$ cat src/lz78_pkg.sv
// lz78_pkg: shared constants and the dictionary entry type of the lz78 token decoder
// no dependencies; imported by lz78_dict, lz78_stack, lz78_token_decoder and the bench
`default_nettype none

package lz78_pkg;

	localparam int DICT_DEPTH  = 4096;
	localparam int DICT_AW     = $clog2(DICT_DEPTH);
	localparam int CNT_W       = $clog2(DICT_DEPTH + 1);
	localparam int MAX_PHRASE  = 63;
	localparam int LEN_W       = $clog2(MAX_PHRASE + 1);
	localparam int STACK_DEPTH = 64;
	localparam int STK_AW      = $clog2(STACK_DEPTH);
	localparam int IDX_W       = 16;
	localparam int BYTE_W      = 8;

	// one dictionary entry: parent entry, last byte, phrase length
	typedef struct packed {
		logic [DICT_AW-1:0] parent;
		logic [BYTE_W-1:0]  data;
		logic [LEN_W-1:0]   len;
	} entry_t;

endpackage

`default_nettype wire

$ cat src/lz78_stack.sv
// lz78_stack: phrase rebuild buffer, one write port and one registered read port
// depends on lz78_pkg for the depth and byte width
`default_nettype none

module lz78_stack import lz78_pkg::*; (
	input  wire logic              clk,
	input  wire logic              we,
	input  wire logic [STK_AW-1:0] waddr,
	input  wire logic [BYTE_W-1:0] wdata,
	input  wire logic [STK_AW-1:0] raddr,
	output logic      [BYTE_W-1:0] rdata
);

	logic [BYTE_W-1:0] mem_q [STACK_DEPTH];

	// write port
	always_ff @(posedge clk) begin
		if (we) begin
			mem_q[waddr] <= wdata;
		end
	end

	// registered read port
	always_ff @(posedge clk) begin
		rdata <= mem_q[raddr];
	end

endmodule

`default_nettype wire

$ cat config.mk
export PLATFORM = sky130hd
export DESIGN_NAME = lz78_stack
export DESIGN_NICKNAME = d
export VERILOG_FILES = /design/src/lz78_pkg.sv /design/src/lz78_stack.sv
export SDC_FILE = /design/constraint.sdc
export NUM_CORES = 1
export LEC_CHECK = 0
export BUFFER_PORTS_ARGS = -buffer_cell sky130_fd_sc_hd__buf_4
export CORE_ASPECT_RATIO = 1.2
export CORE_MARGIN = 5
export CORE_UTILIZATION = 30
export DETAILED_ROUTE_END_ITERATION = 12
export PLACE_DENSITY = 0.44
export SKIP_CTS_REPAIR_TIMING = 1
export SYNTH_ARGS = -nofsm -noshare
export SYNTH_HDL_FRONTEND = slang
export SYNTH_SLANG_ARGS = --single-unit
$ cat constraint.sdc
create_clock -name clk -period 1.98 [get_ports clk]
set_input_delay 0.099 -clock clk [delete_from_list [all_inputs] [get_ports clk]]
set_output_delay 0.099 -clock clk [all_outputs]
set_load 0.005 [all_outputs]
==> results.ini <==
[grt]
track_usage_pct=14.20
gr-total-overflow=0
grt_pass1_wl_mm=74.89
antenna_found_initial=0
grt_pass1_vias=10560
grt_max_degree=65

[finish]
fin_nets=1150
synthToLayoutAreaGrowth_pct=20.54
drive_above_1_share_pct=34.64
final_area_um2=24310
nFillCells=6230

[logic_synthesis]
yosysSeqAreaShare_pct=77.03
syn_area_um2=20170
ys_types=40
syn_inst=940
syn_area_per_cell_um2=21.45
synth-adder-area-share_pct=0
ys_seq_elements=520
synth_fp_nets=962
synth_xor_xnor_area_share_pct=0
synth_simple_gate_area_share_pct=3.388
synth_top_family_by_area=multiplexers
synth-compound-area-share_pct=2.072
synthMuxAreaShare_pct=15.94
yosysWarnings=0

[detailed_routing]
via_per_inst=4.760
antenna_left=0
vias=9858
wl_per_cell_um=24.63
drtIter0Drc=656
routed_wl_mm=51.02
drc=0
drtPass1Iterations=5

[die]
die_x_um=246.7
die_area_um2=72530
start_util_pct=30.15
pin_count=30
rows=104
core_um2=66880
die-height_um=294.0

[worst_setup_path]
arrival_ns=2.37
required_ns=2.45
critical_path_class=reg -> reg
end_kind=register
worst_setup_path_start_kind=register
worstRegToRegCells=5
path_max_fanout=1

[min_path]
whs_path_depth=3
hold_path.class=in -> reg

[clock_tree]
clockRootBuffer=clkbuf_16
cts_tree=done
clk_path_buf_depth=3
clock_latency_ns=0.60
cts_buffers=51
cts_sinks=520
path_clk_slew_ns=0.06
htreeDepth=2

[placement]
hpwl_mm=32.94
numPortBuffers=29
gp_congestion=0.7600
pre_cts_slack_ns=-0.3745
place_area_um2=22500

[pwr]
p_per_area_nw_per_um2=978.6
peakVddDrop_mv=0.5974
power_leakage_nw=7.823

[sta]
slew_headroom_pct=45.84
fin_crit_ns=1.893
rsz0062_at_grt=no
max_freq_mhz=528.2
maxSlewViolCount=0
fin_crit_sh_pct=95.61
hold_violations=0
fin_worst_skew_ns=0.01737
tightestPinTransition_ns=0.8125
setup_slack_ns=0.08685
setup_violations=0

[flow_run]
drv_cap=0

[status]
status=complete, no violations

## cell usage in the layout, fill, tap and decap left out, drive strengths merged, types with 14 or more instances in the layout
cell and instances:
nor2 83, mux4 126, mux2i 23, clkbuf 63, nand2 19, clkinv 16
edfxtp 512, buf 184, nor2b 14
## cells in the mapped netlist (all sizes together)
| cell type | instances | share of area [%] |
|---|---|---|
| edfxtp | 512 | 76 |
| mux4 | 126 | 14 |
| nor2 | 83 | 1.5 |
| buf | 34 | 1.3 |
| mux2i | 23 | 1.1 |
| nand2 | 19 | 0.35 |
| clkbuf | 17 | 0.32 |
| nor2b | 14 | 0.43 |
| mux2 | 13 | 0.73 |
| nand3 | 13 | 0.32 |
| dfxtp | 8 | 0.79 |
| o221ai | 8 | 0.35 |
| o22ai | 8 | 0.25 |
| nand2b | 7 | 0.22 |
| nor3 | 7 | 0.17 |
| a221oi | 6 | 0.26 |
| a211oi | 4 | 0.15 |
| o21ai | 4 | 0.099 |
| a21oi | 3 | 0.074 |
| a22oi | 3 | 0.11 |
| nand3b | 3 | 0.11 |
| o2111ai | 3 | 0.13 |
| o2bb2ai | 3 | 0.13 |
| a2111oi | 2 | 0.087 |
| nand4 | 2 | 0.062 |
| nor4 | 2 | 0.062 |
| o21a | 2 | 0.074 |
| o221a | 2 | 0.11 |
| o32ai | 2 | 0.087 |
| o41ai | 2 | 0.087 |
| a31oi | 1 | 0.031 |
| and2 | 1 | 0.031 |
| nand4b | 1 | 0.043 |
| o311ai | 1 | 0.043 |
| or3 | 1 | 0.031 |
## area by class of cell
| class | count | area [um^2] | share of cell area, % |
|---|---|---|---|
| flip-flops and latches | 520 | 15530 | 63.90 |
| multi-input cells | 369 | 4333 | 17.82 |
| repair buffers | 186 | 1546 | 6.362 |
| clock buffers | 63 | 1341 | 5.518 |
| well taps | 901 | 1127 | 4.637 |
| clock inverters | 31 | 424.2 | 1.745 |
| diodes | 1 | 2.502 | 0.01029 |
## per-stage QoR
stage | hold slack (ns) | util (%) | power, W | instances | setup TNS, ns
after floorplan | 0.1979 | - | 0.01309 | 940 | 0
after global placement | 0.4877 | 33.65 | 0.01380 | 1974 | -1.892
after detailed placement | 0.4878 | 33.65 | 0.01381 | 1974 | -2.158
after CTS | -0.1534 | 36.29 | 0.02411 | 2068 | -0.04858
after global routing | 0.01619 | 36.34 | 0.02460 | 2070 | 0
final | 0.02033 | 36.35 | 0.02379 | 2071 | 0
## metal layers
metal	vias up	GRT usage [%]	wire length, um
met5	-	0	0
met4	0	4.709	1681
met3	90	2.653	2025
met2	181	24.26	25690
met1	5273	18.34	21620
li1	4314	-	-
## worst max-delay path: stages (launching register included)
cell and delay [ns]:
edfxtp_1 0.36, mux4_2 0.53, mux4_2 0.53, o21ai_0 0.19, buf_4 0.13, nand2_1 0.04
## where the power goes
group	switching, W	internal [W]
Sequential	0.0000423	0.0122
Combinational	0.000749	0.000556
Clock	0.00413	0.00613
## cell families (layout without fill, tap and decap cells)
group,after synthesis,after routing
flip-flops,520,520
multiplexers,162,162
AND/OR/NAND/NOR,153,153
AO/OA/AOI/OAI,54,54
buffers and inverters,51,280
other,0,1
## registers in the layout, summed over array words and instances (netlist names)
signal,count
rdata,8
mem_q,512
## path summary, 6_finish.rpt
kind | from | to | slack, ns
worst max-delay path | mem_q[32][7] | rdata[7] | 0.09
worst min-delay path | raddr[4] | rdata[0] | 0.02
worst max register to register | mem_q[32][7] | rdata[7] | 0.09
worst min register to register | mem_q[18][0] | rdata[0] | 0.84
Power figures use the tool's default switching activity.
